--- src/hw/rtl/c8pc_pkg.sv ---
// Shared types, constants and the CRC-8 byte function for the packet checker
// and link monitor. Used by every module of the block; depends on nothing.
package c8pc_pkg;

   localparam int DEF_MAX_PACKET       = 512;
   localparam int DEF_MAX_VARINT_BYTES = 5;

   localparam logic [7:0] CRC_POLY = 8'hD5;

   localparam logic [2:0] EV_ACCEPTED  = 3'd0;
   localparam logic [2:0] EV_CRC_ERROR = 3'd1;
   localparam logic [2:0] EV_BAD_TYPE  = 3'd2;
   localparam logic [2:0] EV_RUNT      = 3'd3;
   localparam logic [2:0] EV_HEARTBEAT = 3'd4;
   localparam logic [2:0] EV_DISCOVERY = 3'd5;

   localparam logic [2:0] REG_ERROR_LIMIT        = 3'd0;
   localparam logic [2:0] REG_HOST_TIMEOUT       = 3'd1;
   localparam logic [2:0] REG_HEARTBEAT_INTERVAL = 3'd2;
   localparam logic [2:0] REG_DISCOVERY_INTERVAL = 3'd3;
   localparam logic [2:0] REG_HELLO_CODE         = 3'd4;

   localparam logic [7:0]  RST_ERROR_LIMIT        = 8'd10;
   localparam logic [23:0] RST_HOST_TIMEOUT       = 24'd60000;
   localparam logic [23:0] RST_HEARTBEAT_INTERVAL = 24'd2000;
   localparam logic [15:0] RST_DISCOVERY_INTERVAL = 16'd1000;
   localparam logic [6:0]  RST_HELLO_CODE         = 7'd1;

   localparam logic [23:0] TIMER_MAX = 24'hFFFFFF;
   localparam logic [8:0]  ERR_MAX   = 9'd511;

   typedef struct packed {
      logic [7:0]  error_limit;
      logic [23:0] host_timeout;
      logic [23:0] heartbeat_interval;
      logic [15:0] discovery_interval;
      logic [6:0]  hello_code;
   } link_cfg_type;

   typedef struct packed {
      logic [7:0]  crc;
      logic        empty;
      logic        type_done;
      logic [31:0] type_accum;
      logic [8:0]  payload_len;
   } frame_stat_type;

   typedef struct packed {
      logic        emit;
      logic [2:0]  event_res;
      logic [31:0] msg_type;
      logic [8:0]  payload_len;
      logic        host_known;
      logic [31:0] host_address;
      logic [8:0]  error_run;
   } link_res_type;

   function automatic logic [7:0] crc8_byte(input logic [7:0] idx);
      logic [7:0] r;
      r = idx;
      for (int b = 0; b < 8; b++) begin
         r = r[7] ? ({r[6:0], 1'b0} ^ CRC_POLY) : {r[6:0], 1'b0};
      end
      return r;
   endfunction

endpackage

--- src/hw/rtl/c8pc_frame.sv ---
// Per-packet state: running CRC-8, byte count and varint message type decode.
// Depends on c8pc_pkg.
module c8pc_frame
   import c8pc_pkg::*;
#(
   parameter int MAX_PACKET       = DEF_MAX_PACKET,
   parameter int MAX_VARINT_BYTES = DEF_MAX_VARINT_BYTES
) (
   input  logic           clock,
   input  logic           reset,
   input  logic           step,
   input  logic           kind,
   input  logic [7:0]     data,
   input  logic           last,
   output frame_stat_type stat
);

   localparam int CntW = (MAX_PACKET > 2) ? $clog2(MAX_PACKET) : 1;
   localparam logic [CntW-1:0] CntLimit = CntW'(MAX_PACKET - 1);
   localparam logic [2:0] VarMax = 3'(MAX_VARINT_BYTES);

   logic [7:0]      crc_ff, crc_in;
   logic [CntW-1:0] cnt_ff, cnt_in;
   logic [31:0]     accum_ff, accum_in;
   logic [2:0]      tbytes_ff, tbytes_in;
   logic            tdone_ff, tdone_in;
   logic [5:0]      shamt;
   logic [31:0]     part;

   always_comb begin
      crc_in    = crc_ff;
      cnt_in    = cnt_ff;
      accum_in  = accum_ff;
      tbytes_in = tbytes_ff;
      tdone_in  = tdone_ff;
      shamt     = 6'(tbytes_ff) * 6'd7;
      part      = {25'd0, data[6:0]} << shamt[4:0];
      if (step && !kind) begin
         if (last) begin
            crc_in    = '0;
            cnt_in    = '0;
            accum_in  = '0;
            tbytes_in = '0;
            tdone_in  = 1'b0;
         end else if (cnt_ff < CntLimit) begin
            crc_in = crc8_byte(crc_ff ^ data);
            cnt_in = cnt_ff + CntW'(1);
            if (!tdone_ff && tbytes_ff < VarMax) begin
               if (shamt < 6'd32) begin
                  accum_in = accum_ff | part;
               end
               tbytes_in = tbytes_ff + 3'd1;
               if (!data[7]) begin
                  tdone_in = 1'b1;
               end
            end
         end
      end
   end

   always_ff @(posedge clock) begin
      if (reset) begin
         crc_ff    <= '0;
         cnt_ff    <= '0;
         accum_ff  <= '0;
         tbytes_ff <= '0;
         tdone_ff  <= 1'b0;
      end else begin
         crc_ff    <= crc_in;
         cnt_ff    <= cnt_in;
         accum_ff  <= accum_in;
         tbytes_ff <= tbytes_in;
         tdone_ff  <= tdone_in;
      end
   end

   always_comb begin
      stat.crc         = crc_ff;
      stat.empty       = (cnt_ff == '0);
      stat.type_done   = tdone_ff;
      stat.type_accum  = accum_ff;
      stat.payload_len = 9'(cnt_ff - CntW'(tbytes_ff));
   end

endmodule

--- src/hw/rtl/c8pc_link.sv ---
// Link state: checksum verdict, error run, host latch and the tick timers.
// Depends on c8pc_pkg and the packet status from c8pc_frame.
module c8pc_link
   import c8pc_pkg::*;
(
   input  logic           clock,
   input  logic           reset,
   input  logic           step,
   input  logic           kind,
   input  logic [7:0]     data,
   input  logic           last,
   input  logic [31:0]    source_addr,
   input  frame_stat_type stat,
   input  link_cfg_type   cfg,
   output link_res_type   res
);

   logic        disc_ff, disc_in;
   logic [31:0] host_ff, host_in;
   logic [8:0]  err_ff, err_in;
   logic [23:0] since_valid_ff, since_valid_in;
   logic [23:0] since_hb_ff, since_hb_in;
   logic [15:0] phase_ff, phase_in;
   logic [16:0] phase_next;
   logic [8:0]  err_inc;

   always_comb begin
      disc_in        = disc_ff;
      host_in        = host_ff;
      err_in         = err_ff;
      since_valid_in = since_valid_ff;
      since_hb_in    = since_hb_ff;
      phase_in       = phase_ff;
      phase_next     = {1'b0, phase_ff} + 17'd1;
      err_inc        = (err_ff < ERR_MAX) ? err_ff + 9'd1 : err_ff;
      res.emit       = 1'b0;
      res.event_res  = EV_ACCEPTED;
      res.msg_type   = '0;
      res.payload_len = '0;
      if (step) begin
         if (kind) begin
            if (since_valid_ff < TIMER_MAX) begin
               since_valid_in = since_valid_ff + 24'd1;
            end
            if (since_hb_ff < TIMER_MAX) begin
               since_hb_in = since_hb_ff + 24'd1;
            end
            phase_in = (phase_next >= {1'b0, cfg.discovery_interval}) ? '0 : phase_next[15:0];
            if (disc_ff && since_valid_in > cfg.host_timeout) begin
               disc_in = 1'b0;
            end
            if (disc_in) begin
               if (since_hb_in > cfg.heartbeat_interval) begin
                  since_hb_in   = '0;
                  res.emit      = 1'b1;
                  res.event_res = EV_HEARTBEAT;
               end
            end else if (phase_ff == '0) begin
               res.emit      = 1'b1;
               res.event_res = EV_DISCOVERY;
            end
         end else if (last) begin
            res.emit = 1'b1;
            if (stat.empty) begin
               res.event_res = EV_RUNT;
            end else if (stat.crc != data) begin
               res.event_res = EV_CRC_ERROR;
               err_in = err_inc;
               if (err_inc > {1'b0, cfg.error_limit}) begin
                  disc_in = 1'b0;
                  err_in  = '0;
               end
            end else if (!stat.type_done) begin
               res.event_res = EV_BAD_TYPE;
               err_in = '0;
            end else begin
               res.event_res   = EV_ACCEPTED;
               res.msg_type    = stat.type_accum;
               res.payload_len = stat.payload_len;
               err_in          = '0;
               since_valid_in  = '0;
               if (stat.type_accum == {25'd0, cfg.hello_code} && !disc_ff) begin
                  host_in = source_addr;
                  disc_in = 1'b1;
               end
            end
         end
      end
      res.host_known   = disc_in;
      res.host_address = host_in;
      res.error_run    = err_in;
   end

   always_ff @(posedge clock) begin
      if (reset) begin
         disc_ff        <= 1'b0;
         host_ff        <= '0;
         err_ff         <= '0;
         since_valid_ff <= '0;
         since_hb_ff    <= '0;
         phase_ff       <= '0;
      end else begin
         disc_ff        <= disc_in;
         host_ff        <= host_in;
         err_ff         <= err_in;
         since_valid_ff <= since_valid_in;
         since_hb_ff    <= since_hb_in;
         phase_ff       <= phase_in;
      end
   end

endmodule

--- src/hw/rtl/crc8_packet_checker_link_monitor_top.sv ---
// Top level of the CRC-8 packet checker and link monitor: input register,
// configuration registers, c8pc_frame, c8pc_link and the result register.
// Items pass the input register; results then pass the result register.
// Throughput is one item per cycle unless rsp_ready stalls a held result; the
// input and result registers are each a single stage. Reset is synchronous and
// active high; it clears all but the data registers and loads config defaults.
module crc8_packet_checker_link_monitor_top
   import c8pc_pkg::*;
#(
   parameter int MAX_PACKET       = DEF_MAX_PACKET,
   parameter int MAX_VARINT_BYTES = DEF_MAX_VARINT_BYTES
) (
   input  logic        clock,
   input  logic        reset,
   input  logic        csr_we,
   input  logic [2:0]  csr_index,
   input  logic [23:0] csr_wdata,
   input  logic        req_valid,
   output logic        req_ready,
   input  logic        req_kind,
   input  logic [7:0]  req_data,
   input  logic        req_last,
   input  logic [31:0] req_source_addr,
   output logic        rsp_valid,
   input  logic        rsp_ready,
   output logic [2:0]  rsp_event_res,
   output logic [31:0] rsp_msg_type,
   output logic [8:0]  rsp_payload_len,
   output logic        rsp_host_known,
   output logic [31:0] rsp_host_address,
   output logic [8:0]  rsp_error_run
);

   link_cfg_type   cfg_ff;
   logic           in_vld_ff;
   logic           kind_ff;
   logic [7:0]     data_ff;
   logic           last_ff;
   logic [31:0]    src_ff;
   logic           advance;
   frame_stat_type stat;
   link_res_type   res;
   link_res_type   out_ff;
   logic           out_vld_ff, out_vld_in;

   assign advance   = in_vld_ff && (!out_vld_ff || rsp_ready);
   assign req_ready = !in_vld_ff || advance;

   always_ff @(posedge clock) begin
      if (reset) begin
         cfg_ff.error_limit        <= RST_ERROR_LIMIT;
         cfg_ff.host_timeout       <= RST_HOST_TIMEOUT;
         cfg_ff.heartbeat_interval <= RST_HEARTBEAT_INTERVAL;
         cfg_ff.discovery_interval <= RST_DISCOVERY_INTERVAL;
         cfg_ff.hello_code         <= RST_HELLO_CODE;
      end else if (csr_we) begin
         unique case (csr_index)
            REG_ERROR_LIMIT:        cfg_ff.error_limit        <= csr_wdata[7:0];
            REG_HOST_TIMEOUT:       cfg_ff.host_timeout       <= csr_wdata;
            REG_HEARTBEAT_INTERVAL: cfg_ff.heartbeat_interval <= csr_wdata;
            REG_DISCOVERY_INTERVAL: cfg_ff.discovery_interval <= csr_wdata[15:0];
            REG_HELLO_CODE:         cfg_ff.hello_code         <= csr_wdata[6:0];
            default: ;
         endcase
      end
   end

   always_ff @(posedge clock) begin
      if (reset) begin
         in_vld_ff <= 1'b0;
      end else if (req_ready) begin
         in_vld_ff <= req_valid;
      end
   end

   always_ff @(posedge clock) begin
      if (req_ready && req_valid) begin
         kind_ff <= req_kind;
         data_ff <= req_data;
         last_ff <= req_last;
         src_ff  <= req_source_addr;
      end
   end

   c8pc_frame #(
      .MAX_PACKET       (MAX_PACKET),
      .MAX_VARINT_BYTES (MAX_VARINT_BYTES)
   ) u_frame (
      .clock (clock),
      .reset (reset),
      .step  (advance),
      .kind  (kind_ff),
      .data  (data_ff),
      .last  (last_ff),
      .stat  (stat)
   );

   c8pc_link u_link (
      .clock       (clock),
      .reset       (reset),
      .step        (advance),
      .kind        (kind_ff),
      .data        (data_ff),
      .last        (last_ff),
      .source_addr (src_ff),
      .stat        (stat),
      .cfg         (cfg_ff),
      .res         (res)
   );

   always_comb begin
      out_vld_in = out_vld_ff && !rsp_ready;
      if (advance) begin
         out_vld_in = res.emit;
      end
   end

   always_ff @(posedge clock) begin
      if (reset) begin
         out_vld_ff <= 1'b0;
      end else begin
         out_vld_ff <= out_vld_in;
      end
   end

   always_ff @(posedge clock) begin
      if (advance && res.emit) begin
         out_ff <= res;
      end
   end

   assign rsp_valid        = out_vld_ff;
   assign rsp_event_res    = out_ff.event_res;
   assign rsp_msg_type     = out_ff.msg_type;
   assign rsp_payload_len  = out_ff.payload_len;
   assign rsp_host_known   = out_ff.host_known;
   assign rsp_host_address = out_ff.host_address;
   assign rsp_error_run    = out_ff.error_run;

   a_event_range: assert property (@(posedge clock) disable iff (reset)
      rsp_valid |-> rsp_event_res <= EV_DISCOVERY)
      else $error("Result event code out of range.");

   a_zero_fields: assert property (@(posedge clock) disable iff (reset)
      rsp_valid && rsp_event_res != EV_ACCEPTED |-> rsp_msg_type == '0 && rsp_payload_len == '0)
      else $error("Non-accepted item carries a type or length.");

   a_heartbeat_host: assert property (@(posedge clock) disable iff (reset)
      rsp_valid && rsp_event_res == EV_HEARTBEAT |-> rsp_host_known)
      else $error("Heartbeat request without a known host.");

   a_no_overwrite: assert property (@(posedge clock) disable iff (reset)
      rsp_valid && !rsp_ready |-> !advance || !res.emit)
      else $error("Result register overwritten while stalled.");

endmodule

--- config.mk ---
export PLATFORM = sky130hd
export DESIGN_NAME = crc8_packet_checker_link_monitor_top
export DESIGN_NICKNAME = d
export VERILOG_FILES = /design/src/hw/rtl/c8pc_pkg.sv /design/src/hw/rtl/c8pc_frame.sv /design/src/hw/rtl/c8pc_link.sv /design/src/hw/rtl/crc8_packet_checker_link_monitor_top.sv
export SDC_FILE = /design/constraint.sdc
export NUM_CORES = 1
export LEC_CHECK = 0
export BUFFER_PORTS_ARGS = -buffer_cell sky130_fd_sc_hd__buf_2
export CAP_MARGIN = 40
export CORE_MARGIN = 2
export CORE_UTILIZATION = 39
export CTS_CLUSTER_SIZE = 16
export DETAILED_ROUTE_END_ITERATION = 8
export SLEW_MARGIN = 10
export SYNTH_ARGS = -nofsm -noshare
export SYNTH_HDL_FRONTEND = slang
export SYNTH_SLANG_ARGS = --single-unit
--- constraint.sdc ---
create_clock -name clock -period 15.8 [get_ports clock]
set_input_delay 3.16 -clock clock [delete_from_list [all_inputs] [get_ports clock]]
set_output_delay 3.16 -clock clock [all_outputs]
set_load 0.02 [all_outputs]
==> results of run 1 <==
layout by cell type (no fill, tap or decap), drive strengths merged, types with 10 or more instances in the layout:
| cell type | instances |
|---|---|
| o211ai | 27 |
| a21o | 17 |
| edfxtp | 128 |
| and2 | 82 |
| nor2 | 118 |
| ha | 89 |
| a22oi | 11 |
| dfxtp | 240 |
| xor2 | 40 |
| nand2b | 16 |
| a31oi | 19 |
| buf | 181 |
| mux2i | 11 |
| clkinv | 11 |
| a21oi | 140 |
| mux2 | 37 |
| nor2b | 18 |
| or3 | 10 |
| o21a | 12 |
| nand2 | 242 |
| and3 | 24 |
| nand3 | 70 |
| nor4 | 16 |
| clkbuf | 60 |
| a22o | 10 |
| xnor2 | 71 |
| nor3 | 32 |
| inv | 91 |
| nand4 | 37 |
| o21ai | 53 |
where the power goes:
part	internal [mW]	switching [mW]	leakage, nW	total [mW]
Sequential	1.00	0.0127	3.20	1.01
Clock	0.546	0.396	0.652	0.942
Combinational	0.0503	0.0921	4.39	0.142
worst min path at each step:
stage,cells after the start,slack (ns),to,startpoint
floorplan,2,0.44,cfg_ff[11],cfg_ff[11]
global placement,2,0.44,cfg_ff[28],cfg_ff[28]
detailed placement,2,0.45,cfg_ff[75],cfg_ff[75]
CTS,2,0.46,cfg_ff[75],cfg_ff[75]
global route,2,0.47,cfg_ff[70],cfg_ff[70]
finish,2,0.45,cfg_ff[75],cfg_ff[75]
logic make-up after synthesis:
group	share of synthesized area
flops	0.487
mux	0.0360
fa+ha+maj	0.0672
simple gates	0.192
compound gates	0.121
buf+inv	0.0419
xor+xnor	0.0552
layer usage:
layer	GRT usage	share of wire
met1	0.244	0.46
met2	0.297	0.47
met3	0.0257	0.049
met4	0.0575	0.022
met5	0	0
tightest hold or removal path: stages, from the launching register on:
cell     delay (ns)
dfxtp_1        0.31
nand2_1        0.05
a21oi_1        0.05
through the flow:
stage	std cells	setup slack [ns]	cell area (µm²)	power [mW]
finish	2599	8.83	20500	2.10
detailed placement	2522	8.84	19100	1.18
floorplan	1831	9.01	17800	1.12
global route	2599	8.72	20500	2.17
CTS	2597	8.84	20500	2.12
global placement	2514	8.83	19000	1.17
area by class of cell:
| class | count | area (µm²) |
|---|---|---|
| sequential | 368 | 8650 |
| inverter | 90 | 338 |
| fill | 4263 | 24700 |
| multi-input combinational | 1284 | 8390 |
| tap | 600 | 751 |
| clock buffer | 60 | 1200 |
| clock inverter | 15 | 129 |
| antenna | 1 | 2.50 |
| timing repair buffer | 181 | 1030 |
sequential cells by signal, summed over array words and instances (netlist names), 3 cells and up:
| register | cells |
|---|---|
| u_frame.cnt_ff | 9 |
| u_link.phase_ff | 16 |
| rsp_msg_type | 32 |
| rsp_payload_len | 9 |
| u_link.err_ff | 9 |
| u_frame.accum_ff | 32 |
| rsp_error_run | 9 |
| u_link.since_valid_ff | 24 |
| u_link.since_hb_ff | 24 |
| cfg_ff | 79 |
| u_frame.crc_ff | 8 |
| rsp_host_address | 32 |
| u_frame.tbytes_ff | 3 |
| data_ff | 8 |
| u_link.host_ff | 32 |
| src_ff | 32 |
| rsp_event_res | 3 |
==> results.tsv, run 1 <==
stage	metric	value	unit
status	outcome	completed	
routing	Detail Route Antenna Nets	0	
setup_path	Crit Reg-Reg Endpoint	rsp_msg_type[21]	
setup_path	Buf/Inv on CP	2	
sta	RSZ-0062 raised after global routing	no	
placement	Final GP Congestion	0.876	
setup_path	Slowest-stage cell, CP	nor2b_1	
routing	Routed WL	43300	µm
sta	Fmax	0.143	GHz
setup_path	Crit. path cell count	4	
power	leakage power	8.24	nW
placement	Port Buffers	161	
placement	hpwl dp	30300	µm
yosys	most common cell in the netlist	nand2_1	
clocking	Longest Clk Path Bufs	3	
clocking	Clock Latency Late Sink	0.58	ns
setup_path	CP Capture Type	primary output	
clocking	postcts setup bufs	0	
yosys	mean post-synth cell area	9.70	µm²
yosys	Synth async-reset ratio	0	
yosys	main flop type after synthesis	dfxtp_1	
yosys	Synthesis Warnings	0	
setup_path	critical path data required time	12.64	ns
setup_path	Most Frequent Cell on Critical Path	buf_2	
yosys	Post-Syn Area	17800	µm²
yosys	Post-Syn Nets	1998	
yosys	register bit total from synthesis	368	
yosys	post-synth top area share	0.271	
setup_path	CP arrival	3.81	ns
routing	post-DR vias/cell	5.20	
floorplan	Row Count	78	
clocking	H-tree levels	2	
run	MaxCap Viol Count	0	
grt	largest net degree at the start of global routing	73	
floorplan	Die Ht	217	µm
sta	min cycle time layout	6.97	ns
routing	Post-route DRC	0	
setup_path	critical path's largest stage delay	0.27	ns
clocking	CTS resizes	0	
routing	DR WL/cell	16.7	µm
setup_path	crit-path max FO	4	
floorplan	die width	217	µm
yosys	number of synthesized flops with an enable pin	128	
floorplan	Die ar.	47200	µm²
cells_and_area	fin util	0.453	
setup_path	Worst Setup SP	rsp_ready	
sta	Clock Skew	0.0270	ns
routing	First DRT Iteration DRCs	1009	
setup_path	CP Launch Type	input pin	
sta	setup TNS	0	ns
clocking	Clock Pin Slew Worst Setup and Hold Paths	0.05	ns
sta	Hold Violations, Final	0	
yosys	Synth cell types	73	
hold_path	Hold WC Path Type	reg2reg	
cells_and_area	NumNets Final	2133	
yosys	top cell type by total area after synthesis	dfxtp_1	
cells_and_area	Area Growth Syn to Fin	15.4	%
clocking	Num CTS Buffers	41	
clocking	CTS tree	done	
sta	Final period util	0.441	
sta	worst hold slack	0.455	ns
yosys	Post-Synthesis Cells	1831	
floorplan	I/O Pins	162	
yosys	Area contributors post-synth	dfxtp_1 27%, edfxtp_1 22%, ha_1 6.3%	
grt	vias in the first global route	12800	
setup_path	Top delay family on crit path	simple AND/OR/NAND/NOR gates	
routing	total number of vias	13500	
setup_path	worst-case reg-to-reg path depth	16	
setup_path	FF-to-FF Start	u_link.since_valid_ff[5]	
clocking	CTS root buf	clkbuf_16	
setup_path	crit path cell chain	buf_2 > nor2b_1 > nand2_1 > buf_2	
grt	Global Route Usage Sum	0.180	
sta	Rel. slew slack	0.421	
grt	global-route wire length before repair	68100	µm
floorplan	Starting Density	0.393	
setup_path	FF-to-FF setup slack	9.19	ns
clocking	clk sink count	368	
power	Power Density	102	nW/µm²
setup_path	CP Class	in2out	
cells_and_area	layout cell share with drive strength beyond 1	0.155	
power	worst vdd ir	0.0775	mV
grt	initial antenna violation count	1	
setup_path	CP endpoint	req_ready	
yosys	Post-synth top cells	242 x nand2_1, 240 x dfxtp_1, 140 x a21oi_1	
clocking	Hold-fix buffers, CTS	0	
yosys	sequential area share after synthesis	0.487	
sta	final setup fails	0	
sta	max-slew violations	0	
grt	grt total ovfl	0	
sta	actual slew at the worst max-slew pin	0.859	ns
floorplan	core area	45200	µm²
routing	iteration count of the initial detailed-routing pass	6	
No activity file was read; power rests on OpenSTA's default activity.
==> run 2, diff against run 1 <==
- ABC_AREA: default -> 1
- clock period: 15.8 -> 6.45 ns (I/O delays scaled with it)
==> run 2 against run 1 <==
- die area grew 1.6%
- sequential share of layout area shrank 0.96 points
- hold slack gained 0.0044 ns
- combinational power grew to 3.3 times the previous value
- clock skew shrank 0.014 ns
- utilization grew 0.75 points
- first-iteration DRC count shrank 19%
- critical endpoint is now rsp_msg_type[30]
- largest cell class unchanged
==> results.tsv, run 2 <==
stage	metric	value	unit	change
status	outcome	completed		
cells_and_area	diode count	0		-1
routing	DR WL/cell	14.9	µm	-11%
clocking	Hold-fix buffers, CTS	0		unchanged
floorplan	Row Count	78		unchanged
sta	Fmax	0.215	GHz	
routing	Detail Route Antenna Nets	0		unchanged
routing	Post-route DRC	0		unchanged
placement	Placed Cells	2930		+16%
setup_path	CP Class	reg2reg		
power	P_sw	1.37	mW	+170%
cells_and_area	layout cell share with drive strength beyond 1	0.125		-0.0297
placement	Port Buffers	161		unchanged
cells_and_area	most frequent cells in the layout	532 x nand2_1, 257 x inv_1, 255 x a21oi_1, 240 x dfxtp_1, 172 x nor2_1		
sta	setup TNS	0	ns	unchanged
routing	post-DR vias/cell	5.00		-3.9%
power	logic gate share of total power	0.083		+0.015
routing	Routed WL	44800	µm	+3.3%
cells_and_area	Area Growth Syn to Fin	16.2	%	
floorplan	Starting Density	0.397		+0.00374
setup_path	Buf/Inv on CP	2		unchanged
setup_path	crit path cell chain	nand3_1 > inv_1 > nand2_1 > nor3_1 > nand4_1 > nor2_1 > nand2_1 > nand2_1 > nand2_1 > ha_1 > nand2_1 > nor3_1 > nand3_1 > a21o_1 > a31oi_1 > nand4_1 > nand3_4 > buf_4		
sta	Clock Skew	0.0127	ns	-0.0143 ns
setup_path	critical path's largest stage delay	0.51	ns	+0.24 ns
placement	dpl ws	1.82	ns	-7.02 ns
grt	vias in the first global route	14000		+10%
grt	largest net degree at the start of global routing	74		+1.4%
sta	min cycle time layout	4.64	ns	
yosys	Synth async-reset ratio	0		unchanged
sta	max-slew violations	0		unchanged
clocking	Clock Pin Slew Worst Setup and Hold Paths	0.06	ns	about the same
floorplan	Die Ht	219	µm	+0.79%
clocking	clk sink count	368		unchanged
cells_and_area	Multi-input gate area	8050	µm²	-4.1%
power	Power Density	265	nW/µm²	+160%
setup_path	CP arrival	4.88	ns	+1.07 ns
setup_path	Slowest-stage cell, CP	nand3_4		
cells_and_area	NumNets Final	2541		+19%
clocking	CTS root buf	clkbuf_16		
placement	Final GP Congestion	0.871		-0.53%
sta	Final period util	0.720		
run	MaxCap Viol Count	0		unchanged
clocking	CTS resizes	0		unchanged
sta	RSZ-0062 raised after global routing	no		
power	Power Internal	4.19	mW	+160%
setup_path	CP Launch Type	flip-flop		
power	Clock Power Share	0.468		+0.019
cells_and_area	Register Area	8650	µm²	unchanged
cells_and_area	# fillers	4499		+5.5%
setup_path	CP Capture Type	flip-flop		
yosys	Post-synth top cells	532 x nand2_1, 259 x inv_1, 255 x a21oi_1		
yosys	main flop type after synthesis	dfxtp_1		
clocking	Clock Latency Late Sink	0.57	ns	about the same
clocking	CTS tree	done		
cells_and_area	Reg with most FFs	cfg_ff		
yosys	Synthesis Warnings	0		unchanged
sta	final setup fails	0		unchanged
floorplan	Die ar.	48000	µm²	+1.6%
yosys	most common cell in the netlist	nand2_1		
cells_and_area	number of flip-flops in the largest register	79		unchanged
yosys	sequential area share after synthesis	0.479		-0.00770
yosys	Synth cell types	52		-29%
cells_and_area	most common cell after layout, fill and taps aside	nand2_1		
routing	total number of vias	15000		+11%
sta	Hold Violations, Final	0		unchanged
floorplan	I/O Pins	162		unchanged
clocking	postcts setup bufs	0		unchanged
yosys	Post-Syn Area	18000	µm²	+1.6%
routing	iteration count of the initial detailed-routing pass	5		-1
power	worst vdd ir	0.174	mV	+120%
grt	Global Route Usage Sum	0.186		+0.00579
power	Sw Ratio	0.246		+0.00759
yosys	number of synthesized flops with an enable pin	128		unchanged
setup_path	critical path data required time	6.68	ns	-5.96 ns
yosys	post-synth top area share	0.266		-0.00428
yosys	Post-Synthesis Cells	2228		+22%
setup_path	crit-path max FO	43		+39
setup_path	Top delay family on crit path	simple AND/OR/NAND/NOR gates		
floorplan	core area	45500	µm²	+0.65%
grt	global-route wire length before repair	71500	µm	+5.0%
yosys	Area contributors post-synth	dfxtp_1 27%, edfxtp_1 21%, nand2_1 11%		
yosys	top cell type by total area after synthesis	dfxtp_1		
floorplan	die width	219	µm	+0.79%
clocking	Num CTS Buffers	42		+2.4%
clocking	Longest Clk Path Bufs	3		unchanged
clocking	H-tree levels	2		unchanged
grt	grt total ovfl	0		unchanged
sta	PnR worst setup slack	1.81	ns	-7.02 ns
cells_and_area	fin cells	3008		+16%
sta	actual slew at the worst max-slew pin	0.932	ns	+0.0729 ns
placement	hpwl dp	32700	µm	+7.6%
setup_path	Most Frequent Cell on Critical Path	nand2_1		
grt	initial antenna violation count	0		-1
yosys	mean post-synth cell area	8.10	µm²	-16%
hold_path	Hold WC Path Type	reg2reg		
power	Sequential Power Share	0.449		-0.034
routing	First DRT Iteration DRCs	821		-19%
power	leakage power	8.74	nW	+6.0%
sta	Rel. slew slack	0.376		-0.0448
yosys	register bit total from synthesis	368		unchanged
power	Tot Pwr	5.56	mW	+160%
yosys	Post-Syn Nets	2395		+20%
==> run 2: cell families (layout without fill, tap and decap cells) <==
logic type,after synthesis,after routing,share of synthesized area
simple gates,940,940,0.224
compound gates,410,410,0.120
fa+ha+maj,93,93,0.0662
flops,368,368,0.479
mux,2,2,0.00111
buf+inv,345,525,0.0753
xor+xnor,70,70,0.0340
==> run 2: final cells by class <==
class	count	area share
tap	600	0.0358
inverter	273	0.0489
sequential	368	0.413
timing repair buffer	174	0.0456
multi-input combinational	1515	0.384
clock inverter	28	0.0196
clock buffer	50	0.0535
==> run 2: path summary, 6_finish.rpt <==
path / startpoint / to / slack, ns / cells after the start
worst max-delay path: u_link.since_hb_ff[2] / rsp_msg_type[30] / 1.81 / 18
worst min-delay path: cfg_ff[36] / cfg_ff[36] / 0.46 / 2
worst max register to register: u_link.since_hb_ff[2] / rsp_msg_type[30] / 1.81 / 18
worst min register to register: cfg_ff[36] / cfg_ff[36] / 0.46 / 2
==> run 2: layer usage <==
metal  track usage  share of wire
met1         0.247           0.46
met5             0              0
met4        0.0601          0.024
met3        0.0261          0.046
met2         0.312           0.47
==> run 2: through the flow <==
step	util	hold slack (ns)	cell area, µm²
2_1_floorplan	-	0.435	18000
3_3_place_gp	0.425	0.448	19300
3_5_place_dp	0.427	0.451	19400
4_1_cts	0.461	0.462	21000
5_1_grt	0.461	0.485	21000
6_report	0.461	0.459	21000
==> run 2: worst min-delay path, delay by kind of cell (launching register included) <==
kind	cells	cell delay [ns]
AO/OA/AOI/OAI	1	0.06
buffers and inverters	1	0.06
flip-flops	1	0.29
==> run 2: power by group through the flow <==
stage | Clock [mW] | Sequential (mW) | Combinational (mW)
3_5_place_dp | 0 | 2.55 | 0.458
4_1_cts | 2.68 | 2.50 | 0.460
5_1_grt | 2.76 | 2.50 | 0.518
6_report | 2.60 | 2.49 | 0.462
2_1_floorplan | 0 | 2.57 | 0.289
3_3_place_gp | 0 | 2.54 | 0.444
==> run 3, diff against run 2 <==
- ABC_AREA: 1 -> 0
- clock period: 6.45 -> 4.2 ns (I/O delays scaled with it)
==> run 3 against run 2 <==
- the run now ends with negative setup slack left
- maximum frequency up 2.2%
- utilization increased by 2.7 points
- wire length rose by 3.3%
- via count is 5.7% lower
- first-iteration DRC count is 35% higher
- clock skew increased by 0.0026 ns
- largest power group is now registers
- sequential share of layout area down 2.0 points
- die area shrank 1.6%
- cell count is 8.9% lower
- clock power up 42%
- register-to-register slack got worse by 2.2 ns
- clock-buffer cell count is 12 higher
==> results.tsv, run 3 (synthesized netlist as in run 1, its figures left out) <==
stage	metric	value	unit	change
status	outcome	complete, but fails checks		
status	failing checks	negative setup slack		
setup_path	worst-case reg-to-reg path depth	19		+1
power	leakage power	9.15	nW	+4.7%
hold_path	Worst Hold Path Cells	1		-1
sta	worst hold slack	0.446	ns	-0.0131 ns
clocking	Clock Pin Slew Worst Setup and Hold Paths	0.06	ns	about the same
floorplan	Row Count	78		unchanged
power	Tot Pwr	8.10	mW	+46%
routing	Detail Route Antenna Nets	0		unchanged
run	MaxCap Viol Count	0		unchanged
setup_path	CP arrival	4.81	ns	-0.07 ns
power	Power Internal	6.17	mW	+47%
setup_path	Most Frequent Cell on Critical Path	nand3_4		
setup_path	critical path data required time	4.47	ns	-2.21 ns
hold_path	Hold WC Path Type	in2reg		
grt	vias in the first global route	13700		-2.6%
sta	final setup fails	91		+91
setup_path	CP Capture Type	flip-flop		
cells_and_area	NumNets Final	2276		-10%
power	Sequential Power Share	0.471		+0.022
floorplan	I/O Pins	162		unchanged
sta	actual slew at the worst max-slew pin	0.784	ns	-0.148 ns
sta	Clock Skew	0.0153	ns	+0.00258 ns
sta	Hold Violations, Final	0		unchanged
sta	PnR worst setup slack	-0.343	ns	-2.15 ns
clocking	CTS root buf	clkbuf_16		
grt	largest net degree at the start of global routing	60		-19%
floorplan	die width	217	µm	-0.78%
cells_and_area	fin cells	2741		-8.9%
cells_and_area	fin util	0.488		+0.0270
cells_and_area	layout cell share with drive strength beyond 1	0.228		+0.103
setup_path	Crit. path cell count	19		+1
setup_path	Top delay family on crit path	simple AND/OR/NAND/NOR gates		
floorplan	core area	45200	µm²	-0.64%
setup_path	crit-path max FO	21		-51%
clocking	Longest Clk Path Bufs	3		unchanged
grt	grt total ovfl	0		unchanged
clocking	Num CTS Buffers	43		+2.4%
power	Clock Power Share	0.454		-0.014
placement	Final GP Congestion	0.901		+3.4%
setup_path	crit path cell chain	ha_4 > nand3_4 > nor4_4 > nand3_4 > nor3b_4 > nand2_2 > nor3_2 > xnor2_1 > ha_1 > nand4_1 > or4_4 > a311o_1 > o211ai_1 > o41ai_4 > or3_4 > o21ai_4 > nand2b_4 > buf_6 > buf_16		
setup_path	CP Launch Type	flip-flop		
clocking	H-tree levels	2		unchanged
grt	initial antenna violation count	0		unchanged
routing	total number of vias	14200		-5.7%
routing	DR WL/cell	16.9	µm	+13%
sta	Rel. slew slack	0.476		+0.100
cells_and_area	most common cell after layout, fill and taps aside	nand2_1		
power	worst vdd ir	0.267	mV	+54%
power	P_sw	1.92	mW	+41%
setup_path	Buf/Inv on CP	2		unchanged
sta	max-slew violations	0		unchanged
routing	iteration count of the initial detailed-routing pass	6		+1
placement	Port Buffers	161		unchanged
floorplan	Die ar.	47200	µm²	-1.6%
sta	min cycle time layout	4.54	ns	-0.0983 ns
cells_and_area	# fillers	4151		-7.7%
cells_and_area	Reg with most FFs	cfg_ff		
floorplan	Starting Density	0.393		-0.00374
clocking	Clock Latency Late Sink	0.57	ns	about the same
cells_and_area	diode count	0		unchanged
routing	Post-route DRC	0		unchanged
sta	setup TNS	-27.17	ns	-27.17 ns
routing	post-DR vias/cell	5.17		+3.5%
routing	Routed WL	46300	µm	+3.3%
power	Power Density	367	nW/µm²	+38%
setup_path	Slowest-stage cell, CP	or4_4		
routing	First DRT Iteration DRCs	1110		+35%
cells_and_area	most frequent cells in the layout	240 x nand2_1, 232 x dfxtp_1, 160 x buf_2, 139 x a21oi_1, 137 x buf_4		
sta	Fmax	0.220	GHz	+2.2%
setup_path	CP Class	reg2reg		
placement	hpwl dp	32300	µm	-1.2%
power	logic gate share of total power	0.075		-0.008
clocking	CTS tree	done		
sta	Final period util	1.08		+0.362
grt	global-route wire length before repair	72600	µm	+1.4%
power	Sw Ratio	0.238		-0.00857
setup_path	critical path's largest stage delay	0.57	ns	+0.06 ns
cells_and_area	Area Growth Syn to Fin	24.1	%	
cells_and_area	number of flip-flops in the largest register	79		unchanged
floorplan	Die Ht	217	µm	-0.78%
sta	RSZ-0062 raised after global routing	yes		
clocking	clk sink count	368		unchanged
grt	Global Route Usage Sum	0.191		+0.00538
placement	Placed Cells	2636		-10%
==> run 3: cell count changes in the layout (fill, tap and decap cells not counted), moves of 18 or more <==
cell,before,now
nor2_1,172,114
and2_1,1,79
xnor2_1,26,69
buf_4,10,137
nand3_1,112,64
nor2b_1,0,18
inv_1,257,89
mux2_4,0,30
a21oi_1,255,139
o21ai_0,115,46
nand2_1,532,240
and3_1,0,21
==> run 3: worst paths after layout <==
path / startpoint / end / slack (ns)
hold / removal: req_data[4] / data_ff[4] / 0.45
setup / recovery: u_link.since_valid_ff[1] / rsp_error_run[8] / -0.34
hold reg to reg: cfg_ff[63] / cfg_ff[63] / 0.45
setup reg to reg: u_link.since_valid_ff[1] / rsp_error_run[8] / -0.34
==> run 3: repair_timing <==
| item | CTS | global route |
|---|---|---|
| setup endpoints to repair | 86 | 112 |
| gates resized for setup | 17 | 41 |
| setup buffers | 13 | 8 |
| hold endpoints to repair | 0 | 0 |
| gates cloned | 3 | 6 |
| hold buffers | 0 | 0 |
| pin swaps | 6 | 24 |
==> run 3: per-stage QoR <==
step / setup WS [ns] / instance area (µm²)
after global placement: -0.161 / 20000
after global routing: -0.488 / 22000
final: -0.343 / 22000
after floorplan: -0.568 / 17800
after detailed placement: -0.351 / 20000
after CTS: -0.235 / 21700
==> run 3: final cells by class <==
cell class | count | area (µm²) | area share
Multi-Input combinational cell | 1284 | 8590 | 0.390
Inverter | 90 | 338 | 0.0153
Sequential cell | 368 | 8660 | 0.393
Tap cell | 600 | 751 | 0.0341
Clock inverter | 15 | 149 | 0.00675
Timing Repair Buffer | 322 | 2290 | 0.104
Clock buffer | 62 | 1270 | 0.0575
==> run 3: metal layers <==
metal,part of all wire,global-route usage
met1,0.46,0.259
met2,0.47,0.318
met3,0.050,0.0280
met4,0.020,0.0541
met5,0,0
==> run 3: power by group through the flow <==
stage | registers (mW) | clock network, mW | logic, mW
after CTS | 3.81 | 3.77 | 0.585
final | 3.81 | 3.68 | 0.603
after detailed placement | 3.89 | 0 | 0.549
after floorplan | 3.91 | 0 | 0.316
after global placement | 3.89 | 0 | 0.540
after global routing | 3.82 | 3.93 | 0.658
